File: src/sv/io_register_file_with_joypad_unit_defines.svh
// ----------------------------------------------------------------------------
// I/O register file assertion macros
// Concurrent assertion wrappers, compiled out when NO_ASSERTIONS is set.
// ----------------------------------------------------------------------------
`ifndef IO_REGISTER_FILE_WITH_JOYPAD_UNIT_DEFINES_SVH
`define IO_REGISTER_FILE_WITH_JOYPAD_UNIT_DEFINES_SVH

`ifndef NO_ASSERTIONS
`define IORF_ASSERT_IMP(label, clk, rst, ante, cons) \
   label: assert property (@(posedge clk) disable iff (rst) (ante) |-> (cons)) \
      else $error("iorf assertion failed");
`define IORF_ASSERT_NEXT(label, clk, rst, ante, cons) \
   label: assert property (@(posedge clk) disable iff (rst) (ante) |=> (cons)) \
      else $error("iorf assertion failed");
`else
`define IORF_ASSERT_IMP(label, clk, rst, ante, cons)
`define IORF_ASSERT_NEXT(label, clk, rst, ante, cons)
`endif

`endif

File: src/sv/iorf_pkg.sv
// ----------------------------------------------------------------------------
// I/O register file package
// Event kinds, register attributes, power-on values and bit masks.
// ----------------------------------------------------------------------------
package iorf_pkg;

   localparam int         MAPPED_SPAN = 76;
   localparam logic [7:0] IO_PAGE     = 8'hFF;

   localparam logic [6:0] OFF_JOYP  = 7'h00;
   localparam logic [6:0] OFF_SDATA = 7'h01;
   localparam logic [6:0] OFF_IF    = 7'h0F;

   localparam logic [7:0] JOYP_SEL     = 8'h30;
   localparam logic [7:0] JOYP_KEEP    = 8'hCF;
   localparam logic [7:0] JOYP_HIGH    = 8'hC0;
   localparam logic [7:0] STAT_WR      = 8'h78;
   localparam logic [7:0] STAT_KEEP    = 8'h07;
   localparam logic [7:0] SERIAL_START = 8'h81;
   localparam logic [7:0] IF_JOYPAD    = 8'h10;
   localparam logic [7:0] BYTE_ONES    = 8'hFF;

   typedef enum logic [1:0] {
      KIND_READ    = 2'd0,
      KIND_WRITE   = 2'd1,
      KIND_PRESS   = 2'd2,
      KIND_RELEASE = 2'd3
   } kind_type;

   typedef enum logic [2:0] {
      ATTR_NONE  = 3'd0,
      ATTR_PLAIN = 3'd1,
      ATTR_JOYP  = 3'd2,
      ATTR_SCTL  = 3'd3,
      ATTR_TIMER = 3'd4,
      ATTR_STAT  = 3'd5,
      ATTR_LY    = 3'd6,
      ATTR_DMA   = 3'd7
   } attr_type;

   function automatic attr_type slot_attr(input logic [6:0] off);
      attr_type a;
      case (off)
         7'h00: a = ATTR_JOYP;
         7'h02: a = ATTR_SCTL;
         7'h04, 7'h05, 7'h06, 7'h07: a = ATTR_TIMER;
         7'h41: a = ATTR_STAT;
         7'h44: a = ATTR_LY;
         7'h46: a = ATTR_DMA;
         7'h01, 7'h0F, 7'h10, 7'h11, 7'h12, 7'h14, 7'h16, 7'h17, 7'h19, 7'h1A,
         7'h1B, 7'h1C, 7'h1E, 7'h20, 7'h21, 7'h22, 7'h23, 7'h24, 7'h25, 7'h26,
         7'h40, 7'h42, 7'h43, 7'h45, 7'h47, 7'h48, 7'h49, 7'h4A, 7'h4B:
            a = ATTR_PLAIN;
         default: a = ATTR_NONE;
      endcase
      return a;
   endfunction

   function automatic logic [7:0] slot_init(input logic [6:0] off);
      logic [7:0] v;
      case (off)
         7'h00: v = 8'hCF;
         7'h02: v = 8'h7E;
         7'h0F: v = 8'hE1;
         7'h10: v = 8'h80;
         7'h11, 7'h14, 7'h19, 7'h1E, 7'h23: v = 8'hBF;
         7'h12, 7'h25: v = 8'hF3;
         7'h16: v = 8'h3F;
         7'h1A: v = 8'h7F;
         7'h1B, 7'h20, 7'h46, 7'h48, 7'h49: v = 8'hFF;
         7'h1C: v = 8'h9F;
         7'h24: v = 8'h77;
         7'h26: v = 8'hF1;
         7'h40: v = 8'h91;
         7'h41: v = 8'h85;
         7'h47: v = 8'hFC;
         default: v = 8'h00;
      endcase
      return v;
   endfunction

endpackage

File: src/sv/iorf_channels.sv
// ----------------------------------------------------------------------------
// I/O register file channels
// Valid/ready channels for event words and result words.
// ----------------------------------------------------------------------------
interface iorf_req_if;
   logic        valid;
   logic        ready;
   logic [1:0]  kind;
   logic [15:0] address;
   logic [7:0]  write_data;
   logic [2:0]  button;

   modport source (output valid, kind, address, write_data, button, input ready);
   modport sink   (input valid, kind, address, write_data, button, output ready);
endinterface

interface iorf_rsp_if;
   logic       valid;
   logic       ready;
   logic [7:0] read_data;
   logic       serial_valid;
   logic [7:0] serial_char;
   logic       dma_kick;
   logic       timer_access;

   modport source (output valid, read_data, serial_valid, serial_char, dma_kick,
                   timer_access, input ready);
   modport sink   (input valid, read_data, serial_valid, serial_char, dma_kick,
                   timer_access, output ready);
endinterface

File: src/sv/iorf_ram.sv
// ----------------------------------------------------------------------------
// I/O register file RAM
// Simple dual-port RAM, one write and one registered read per cycle.
// ----------------------------------------------------------------------------
module iorf_ram #(
   parameter int WIDTH = 8,
   parameter int DEPTH = 128,
   parameter int ADDR_W = $clog2(DEPTH)
) (
   input  logic              clock,
   input  logic              wr_en,
   input  logic [ADDR_W-1:0] wr_addr,
   input  logic [WIDTH-1:0]  wr_data,
   input  logic              rd_en,
   input  logic [ADDR_W-1:0] rd_addr,
   output logic [WIDTH-1:0]  rd_data
);

   logic [WIDTH-1:0] mem [DEPTH];
   logic [WIDTH-1:0] rd_data_ff;

   always_ff @(posedge clock) begin
      if (wr_en) begin
         mem[wr_addr] <= wr_data;
      end
      if (rd_en) begin
         rd_data_ff <= mem[rd_addr];
      end
   end

   assign rd_data = rd_data_ff;

endmodule

File: src/sv/io_register_file_with_joypad_unit.sv
// ----------------------------------------------------------------------------
// I/O register file with joypad
// Mapped register store with write masks, serial/DMA side effects and joypad.
// ----------------------------------------------------------------------------
// Words pass stage 1, then the result register; one word per cycle unless the
// result channel stalls. One RAM read at accept, write-back as the word leaves
// stage 1, with forwarding when the write-back and the next read hit the same
// entry. Reset: synchronous; ready the cycle after reset, no clearing pass.
// Per-entry valid bits return power-on values until an entry is first written.
module io_register_file_with_joypad_unit
   import iorf_pkg::*;
#(
   parameter int REGISTER_SLOTS = 128
) (
   input logic         clock,
   input logic         reset,
   iorf_req_if.sink    req_chan,
   iorf_rsp_if.source  rsp_chan
);

`include "io_register_file_with_joypad_unit_defines.svh"

   localparam int ADDR_W = $clog2(REGISTER_SLOTS);

   typedef struct packed {
      kind_type   kind;
      attr_type   attr;
      logic [6:0] off;
      logic [7:0] data;
      logic [2:0] button;
   } stage_type;

   // stage 1
   logic       s1_valid_ff, s1_valid_in;
   stage_type  s1_ff, s1_in;
   logic       fwd_ff, fwd_in;
   logic [7:0] fwd_data_ff;
   logic       vld_ff;
   logic [7:0] init_ff;
   logic [MAPPED_SPAN-1:0] entry_valid_ff;
   logic [7:0] button_mask_ff, button_mask_in;

   // result register
   logic       rsp_valid_ff, rsp_valid_in;
   logic [7:0] rsp_read_data_ff;
   logic       rsp_serial_valid_ff;
   logic [7:0] rsp_serial_char_ff;
   logic       rsp_dma_kick_ff;
   logic       rsp_timer_access_ff;

   logic       accept, advance, mapped;
   logic [6:0] req_off, rd_off, wr_off;
   logic [7:0] ram_rd_data, cur, wdata, nib;
   logic       ram_we;
   logic [7:0] rd_byte, schar;
   logic       sval, dma, tacc;

   assign advance  = s1_valid_ff && (!rsp_valid_ff || rsp_chan.ready);
   assign req_chan.ready = !reset && (!s1_valid_ff || advance);
   assign accept   = req_chan.valid && req_chan.ready;

   // decode
   assign mapped  = (req_chan.address[15:8] == IO_PAGE) &&
                    (req_chan.address[7:0] < 8'(MAPPED_SPAN));
   assign req_off = mapped ? req_chan.address[6:0] : OFF_JOYP;

   always_comb begin
      s1_in.kind   = kind_type'(req_chan.kind);
      s1_in.attr   = mapped ? slot_attr(req_off) : ATTR_NONE;
      s1_in.off    = req_off;
      s1_in.data   = req_chan.write_data;
      s1_in.button = req_chan.button;
      rd_off       = req_off;
      if (s1_in.kind == KIND_PRESS) begin
         rd_off = OFF_IF;
      end else if (s1_in.kind == KIND_WRITE && s1_in.attr == ATTR_SCTL) begin
         rd_off = OFF_SDATA;
      end
   end

   iorf_ram #(
      .WIDTH (8),
      .DEPTH (REGISTER_SLOTS)
   ) u_store (
      .clock   (clock),
      .wr_en   (ram_we),
      .wr_addr (ADDR_W'(wr_off)),
      .wr_data (wdata),
      .rd_en   (accept),
      .rd_addr (ADDR_W'(rd_off)),
      .rd_data (ram_rd_data)
   );

   // execute and write back
   assign cur    = fwd_ff ? fwd_data_ff : (vld_ff ? ram_rd_data : init_ff);
   assign wr_off = (s1_ff.kind == KIND_PRESS) ? OFF_IF : s1_ff.off;

   always_comb begin
      nib = 8'h0F;
      if (!cur[4]) begin
         nib = nib & ~{4'h0, button_mask_ff[3:0]};
      end
      if (!cur[5]) begin
         nib = nib & ~{4'h0, button_mask_ff[7:4]};
      end
   end

   always_comb begin
      rd_byte        = BYTE_ONES;
      sval           = 1'b0;
      schar          = 8'h00;
      dma            = 1'b0;
      tacc           = 1'b0;
      ram_we         = 1'b0;
      wdata          = s1_ff.data;
      button_mask_in = button_mask_ff;
      case (s1_ff.kind)
         KIND_READ: begin
            case (s1_ff.attr)
               ATTR_JOYP:  rd_byte = JOYP_HIGH | (cur & JOYP_SEL) | nib;
               ATTR_TIMER: tacc = 1'b1;
               ATTR_NONE:  rd_byte = BYTE_ONES;
               default:    rd_byte = cur;
            endcase
         end
         KIND_WRITE: begin
            case (s1_ff.attr)
               ATTR_JOYP: begin
                  ram_we = 1'b1;
                  wdata  = (cur & JOYP_KEEP) | (s1_ff.data & JOYP_SEL);
               end
               ATTR_SCTL: begin
                  ram_we = 1'b1;
                  if (s1_ff.data == SERIAL_START) begin
                     sval  = 1'b1;
                     schar = cur;
                     wdata = 8'h00;
                  end
               end
               ATTR_TIMER: tacc = 1'b1;
               ATTR_STAT: begin
                  ram_we = 1'b1;
                  wdata  = (cur & STAT_KEEP) | (s1_ff.data & STAT_WR);
               end
               ATTR_DMA: begin
                  ram_we  = 1'b1;
                  dma     = 1'b1;
                  rd_byte = s1_ff.data;
               end
               ATTR_PLAIN: ram_we = 1'b1;
               default:    ram_we = 1'b0;
            endcase
         end
         KIND_PRESS: begin
            ram_we         = 1'b1;
            wdata          = cur | IF_JOYPAD;
            button_mask_in = button_mask_ff | (8'd1 << s1_ff.button);
         end
         default: begin
            button_mask_in = button_mask_ff & ~(8'd1 << s1_ff.button);
         end
      endcase
      if (!advance) begin
         ram_we         = 1'b0;
         button_mask_in = button_mask_ff;
      end
   end

   assign fwd_in       = ram_we && (wr_off == rd_off);
   assign s1_valid_in  = accept ? 1'b1 : (advance ? 1'b0 : s1_valid_ff);
   assign rsp_valid_in = advance ? 1'b1 : (rsp_chan.ready ? 1'b0 : rsp_valid_ff);

   always_ff @(posedge clock) begin
      if (reset) begin
         s1_valid_ff    <= 1'b0;
         rsp_valid_ff   <= 1'b0;
         fwd_ff         <= 1'b0;
         entry_valid_ff <= '0;
         button_mask_ff <= 8'h00;
      end else begin
         s1_valid_ff    <= s1_valid_in;
         rsp_valid_ff   <= rsp_valid_in;
         button_mask_ff <= button_mask_in;
         if (accept) begin
            fwd_ff <= fwd_in;
         end
         if (ram_we) begin
            entry_valid_ff[wr_off] <= 1'b1;
         end
      end
   end

   always_ff @(posedge clock) begin
      if (accept) begin
         s1_ff       <= s1_in;
         fwd_data_ff <= wdata;
         vld_ff      <= entry_valid_ff[rd_off];
         init_ff     <= slot_init(rd_off);
      end
      if (advance) begin
         rsp_read_data_ff    <= rd_byte;
         rsp_serial_valid_ff <= sval;
         rsp_serial_char_ff  <= schar;
         rsp_dma_kick_ff     <= dma;
         rsp_timer_access_ff <= tacc;
      end
   end

   assign rsp_chan.valid        = rsp_valid_ff;
   assign rsp_chan.read_data    = rsp_read_data_ff;
   assign rsp_chan.serial_valid = rsp_serial_valid_ff;
   assign rsp_chan.serial_char  = rsp_serial_char_ff;
   assign rsp_chan.dma_kick     = rsp_dma_kick_ff;
   assign rsp_chan.timer_access = rsp_timer_access_ff;

   `IORF_ASSERT_NEXT(a_accept_loads, clock, reset, accept, s1_valid_ff)
   `IORF_ASSERT_NEXT(a_advance_shows, clock, reset, advance, rsp_valid_ff)
   `IORF_ASSERT_NEXT(a_stall_holds, clock, reset, s1_valid_ff && !advance, s1_valid_ff)
   `IORF_ASSERT_IMP(a_serial_excl, clock, reset, advance && sval, !dma && !tacc)

endmodule
File: src/flat_wrapper.sv
// flat-port wrapper written by rule: the top's interface ports become plain ports
module io_register_file_with_joypad_unit_flat import iorf_pkg::*;
#(
   parameter int REGISTER_SLOTS = 128
)
  (clock, reset, req_chan_valid, req_chan_kind, req_chan_address, req_chan_write_data, req_chan_button, req_chan_ready, rsp_chan_valid, rsp_chan_read_data, rsp_chan_serial_valid, rsp_chan_serial_char, rsp_chan_dma_kick, rsp_chan_timer_access, rsp_chan_ready);
  iorf_req_if req_chan_i ();
  iorf_rsp_if rsp_chan_i ();
  input logic clock;
  input logic reset;
  input wire logic [$bits(req_chan_i.valid)-1:0] req_chan_valid;
  input wire logic [$bits(req_chan_i.kind)-1:0] req_chan_kind;
  input wire logic [$bits(req_chan_i.address)-1:0] req_chan_address;
  input wire logic [$bits(req_chan_i.write_data)-1:0] req_chan_write_data;
  input wire logic [$bits(req_chan_i.button)-1:0] req_chan_button;
  output wire logic [$bits(req_chan_i.ready)-1:0] req_chan_ready;
  output wire logic [$bits(rsp_chan_i.valid)-1:0] rsp_chan_valid;
  output wire logic [$bits(rsp_chan_i.read_data)-1:0] rsp_chan_read_data;
  output wire logic [$bits(rsp_chan_i.serial_valid)-1:0] rsp_chan_serial_valid;
  output wire logic [$bits(rsp_chan_i.serial_char)-1:0] rsp_chan_serial_char;
  output wire logic [$bits(rsp_chan_i.dma_kick)-1:0] rsp_chan_dma_kick;
  output wire logic [$bits(rsp_chan_i.timer_access)-1:0] rsp_chan_timer_access;
  input wire logic [$bits(rsp_chan_i.ready)-1:0] rsp_chan_ready;
  assign req_chan_i.valid = req_chan_valid;
  assign req_chan_i.kind = req_chan_kind;
  assign req_chan_i.address = req_chan_address;
  assign req_chan_i.write_data = req_chan_write_data;
  assign req_chan_i.button = req_chan_button;
  assign req_chan_ready = req_chan_i.ready;
  assign rsp_chan_valid = rsp_chan_i.valid;
  assign rsp_chan_read_data = rsp_chan_i.read_data;
  assign rsp_chan_serial_valid = rsp_chan_i.serial_valid;
  assign rsp_chan_serial_char = rsp_chan_i.serial_char;
  assign rsp_chan_dma_kick = rsp_chan_i.dma_kick;
  assign rsp_chan_timer_access = rsp_chan_i.timer_access;
  assign rsp_chan_i.ready = rsp_chan_ready;
  io_register_file_with_joypad_unit #(.REGISTER_SLOTS(REGISTER_SLOTS)) u_core (.clock(clock), .reset(reset), .req_chan(req_chan_i), .rsp_chan(rsp_chan_i));
endmodule
File: config.mk
export PLATFORM = sky130hd
export DESIGN_NAME = io_register_file_with_joypad_unit_flat
export DESIGN_NICKNAME = d
export VERILOG_FILES = /design/src/sv/iorf_pkg.sv /design/src/sv/iorf_channels.sv /design/src/sv/iorf_ram.sv /design/src/sv/io_register_file_with_joypad_unit.sv /design/src/flat_wrapper.sv
export VERILOG_INCLUDE_DIRS = /design/src /design/src/sv
export SDC_FILE = /design/constraint.sdc
export NUM_CORES = 1
export LEC_CHECK = 0
export CORE_MARGIN = 5
export CORE_UTILIZATION = 40
export DETAILED_ROUTE_END_ITERATION = 8
export DONT_BUFFER_PORTS = 1
export MAX_ROUTING_LAYER = met4
export PLACE_DENSITY = 0.53
export SYNTH_ARGS = -nofsm -noshare
export SYNTH_HDL_FRONTEND = slang
export SYNTH_SLANG_ARGS = --single-unit
File: constraint.sdc
create_clock -name clock -period 15.34 [get_ports clock]
set_input_delay 0.767 -clock clock [delete_from_list [all_inputs] [get_ports clock]]
set_output_delay 0.767 -clock clock [all_outputs]
set_load 0.005 [all_outputs]
==> impl_metrics.csv <==
group,metric,value,unit
outcome,outcome,"complete, but fails checks",
outcome,violations,"max-capacitance violations, max-slew violations",
clock_tree,postCtsHoldBufs,0,
synth,ys_warn_count,0,
clock_tree,cts_made_buffers,83,
placement,port_buffers,0,
synth,synthArstFlopShare,0,
clock_tree,htree_levels,3,
synth,avgSynthCellArea,13.6,µm²
finish,syn2layout_area_growth,13.7,%
drt,drc,0,
die,fp.dieH,292,µm
hold_path,hp-class,"in -> reg",
drt,via_per_inst,6.36,
global_route,grt_pass1_wl,165,mm
finish,nets,2410,
drt,drtIter0Drc,3178,
synth,yosysTopAreaCellShare,0.669,
synth,synth_area_leader_cell,"edfxtp_1",
clock_tree,cts.sinks,794,
synth,synthTopCellsByArea,"edfxtp_1 (67%), dfxtp_1 (5.5%), nor2_1 (3.6%)",
power_and_ir_drop,p_leak,11.4,nW
die,rows,103,
drt,finalWirelength,118,mm
synth,ys_ff_latch,794,
clock_tree,cts_root_buf,"clkbuf_16",
synth,synth.net_count,2367,
clock_tree,post_cts_buffers,0,
timing,fmax,166,MHz
global_route,antenna_found_initial,2,
critical_path,crit_path_end_kind,"register",
placement,gp_congestion,0.972,
drt,wl_per_cell,33.8,µm
timing,final_hold_viol_count,0,
timing,rsz0062_at_grt,"no",
die,core-area,78900,µm²
synth,synth-seq-area-share,0.724,
timing,drv_slew,9,
global_route,grt_usage,0.277,
placement,dp.cells,3333,
die,die_area,85000,µm²
global_route,grt_max_degree,90,
die,io_pins,54,
drt,dr.pass1.iters,8,
critical_path,arrival,6390,ps
clock_tree,path_clk_slew,70,ps
synth,ys_types,85,
global_route,grt_pass1_vias,21116,
timing,setup_tns,0,ps
synth,synth_ff_type,"edfxtp_1",
clock_tree,cts_resized,0,
drt,drtAntennaViolNets,0,
timing,slew_headroom,-0.0239,
power_and_ir_drop,power,0.00459,W
flow_run,maxCapViolCount,1,
die,initial_core_util,0.402,
critical_path,critPathMaxFanout,57,
power_and_ir_drop,power.density,127,nW/µm²
power_and_ir_drop,irDropWorstVdd,0.0824,mV
synth,synth_edf_count,707,
finish,post_layout_nonfiller_instances,3492,
timing,post-route-period-util,0.392,
critical_path,crit_required,15720,ps
drt,num_vias,22221,
clock_tree,cts_tree,"built",
finish,drive_above_1_share,0.120,
clock_tree,clock_latency,660,ps
clock_tree,cts.path.max_buffers,3,
critical_path,startpoint_type,"input port",
die,die_w,292,µm
placement,dp_hpwl,73.8,mm
global_route,grt-ovfl-total,0,
timing,fin_skew,34.9,ps
timing,report.final.setup_viol,0,
timing,fin_crit,6010,ps
timing,worstMarginPinSlew,1530,ps
synth,synthCells,2325,
critical_path,critPathKind,"in -> reg",
synth,netlist_area,31700,µm²
[worst paths after layout]
check                                               start                         to  slack [ps]  depth (start not counted)
worst max-delay path                  req_chan_address[7]  u_core.u_store.rd_data[1]        9330                         15
worst min-delay path                                reset                   register         200                          1
worst max register to register           u_core.s1_ff[22]   u_core.u_store.mem[5][6]       11680                          7
worst min register to register  u_core.entry_valid_ff[14]  u_core.entry_valid_ff[14]         470                          2
[worst max-delay path: stages]
cell,delay [ps]
and4b_1,330
o2111a_2,610
nand2_1,190
ha_1,320
a31o_2,210
a31oi_1,270
a31oi_4,100
o21ai_2,490
nand2_4,470
buf_4,500
a222oi_1,400
a211oi_1,130
or4_1,550
nor4_1,730
a21oi_1,140
[per-layer routing]
| metal | wire length [µm] | share of wire | vias to the layer above | global-route usage |
|---|---|---|---|---|
| li1 | - | - | 9190 | - |
| met1 | 46900 | 0.40 | 11263 | 0.372 |
| met2 | 52400 | 0.44 | 1490 | 0.410 |
| met3 | 13400 | 0.11 | 278 | 0.0679 |
| met4 | 5520 | 0.047 | 0 | 0.109 |
| met5 | 0 | 0 | - | - |
[flip-flops by register name (all words and copies together), names as in the netlist, named ones only]
signal                        flops
u_core.init_ff                    8
u_core.s1_ff                     23
u_core.vld_ff                     1
u_core.rsp_chan.timer_access      1
u_core.u_store.rd_data            8
u_core.rsp_chan.dma_kick          1
u_core.s1_valid_ff                1
u_core.fwd_ff                     1
u_core.rsp_chan.read_data         8
u_core.rsp_chan.serial_char       8
u_core.rsp_chan.serial_valid      1
u_core.u_store.mem              640
u_core.fwd_data_ff                8
u_core.entry_valid_ff            76
u_core.rsp_chan.valid             1
[where the power goes]
part	total, W	switching (W)	internal [W]
Combinational	0.000169	0.000136	0.0000329
Sequential	0.00238	0.00000526	0.00238
Clock	0.00204	0.000870	0.00117
Total	0.00459	0.00101	0.00358
[per-stage QoR]
step	worst slack [ps]	utilization	instance area, µm²	hold slack [ps]
global route	9130	0.457	36100	181
detailed placement	8850	0.422	33300	461
floorplan	9750	-	31700	432
CTS	9530	0.457	36100	161
global placement	8890	0.422	33300	449
finish	9330	0.457	36100	198
[placed cells by master (no fill, tap or decap), types with 25 or more instances in the layout]
master,netlist,layout
a22o_1,33,33
a31oi_1,26,26
a32oi_1,25,25
dfxtp_1,87,87
buf_4,4,90
a221oi_1,32,32
a222oi_1,45,45
a22oi_1,88,88
edfxtp_1,707,707
a21oi_1,117,116
nor2_1,300,295
nor3_1,30,28
o21ai_0,87,80
nand2_1,248,246
nand3_1,34,33
clkbuf_16,0,83
[synthesized netlist by cell type (all sizes together) (15+ instances only)]
cell type	instances
edfxtp	707
nor2	302
nand2	249
a21oi	117
o21ai	93
a22oi	88
dfxtp	87
clkbuf	83
buf	49
a222oi	45
nand3	34
nor3	34
a22o	33
a221oi	32
a31oi	27
a32oi	25
o22ai	24
nor4	23
mux2i	19
a221o	15
o211ai	15
o21ba	15
[final cells by class]
| class | instances | area (µm²) |
|---|---|---|
| fillers | 7084 | 42800 |
| flip-flops and latches | 794 | 23000 |
| multi-input cells | 1385 | 8290 |
| clock buffers | 110 | 2240 |
| well taps | 1050 | 1310 |
| repair buffers | 90 | 676 |
| clock inverters | 46 | 513 |
| inverters | 14 | 52.6 |
| diodes | 3 | 7.51 |
[logic make-up (layout without fill, tap and decap cells)]
group / Yosys count / after routing / share of synthesized area
AO/OA/AOI/OAI: 610 / 610 / 0.140
XOR/XNOR: 5 / 5 / 0.00138
adder cells (fa/ha/maj): 9 / 9 / 0.00355
buffers and inverters: 146 / 260 / 0.0202
flip-flops: 794 / 794 / 0.724
multiplexers: 28 / 28 / 0.00919
other: 0 / 3 / 0
AND/OR/NAND/NOR: 733 / 733 / 0.102
Note: power is estimated with default switching activity, not from simulation.
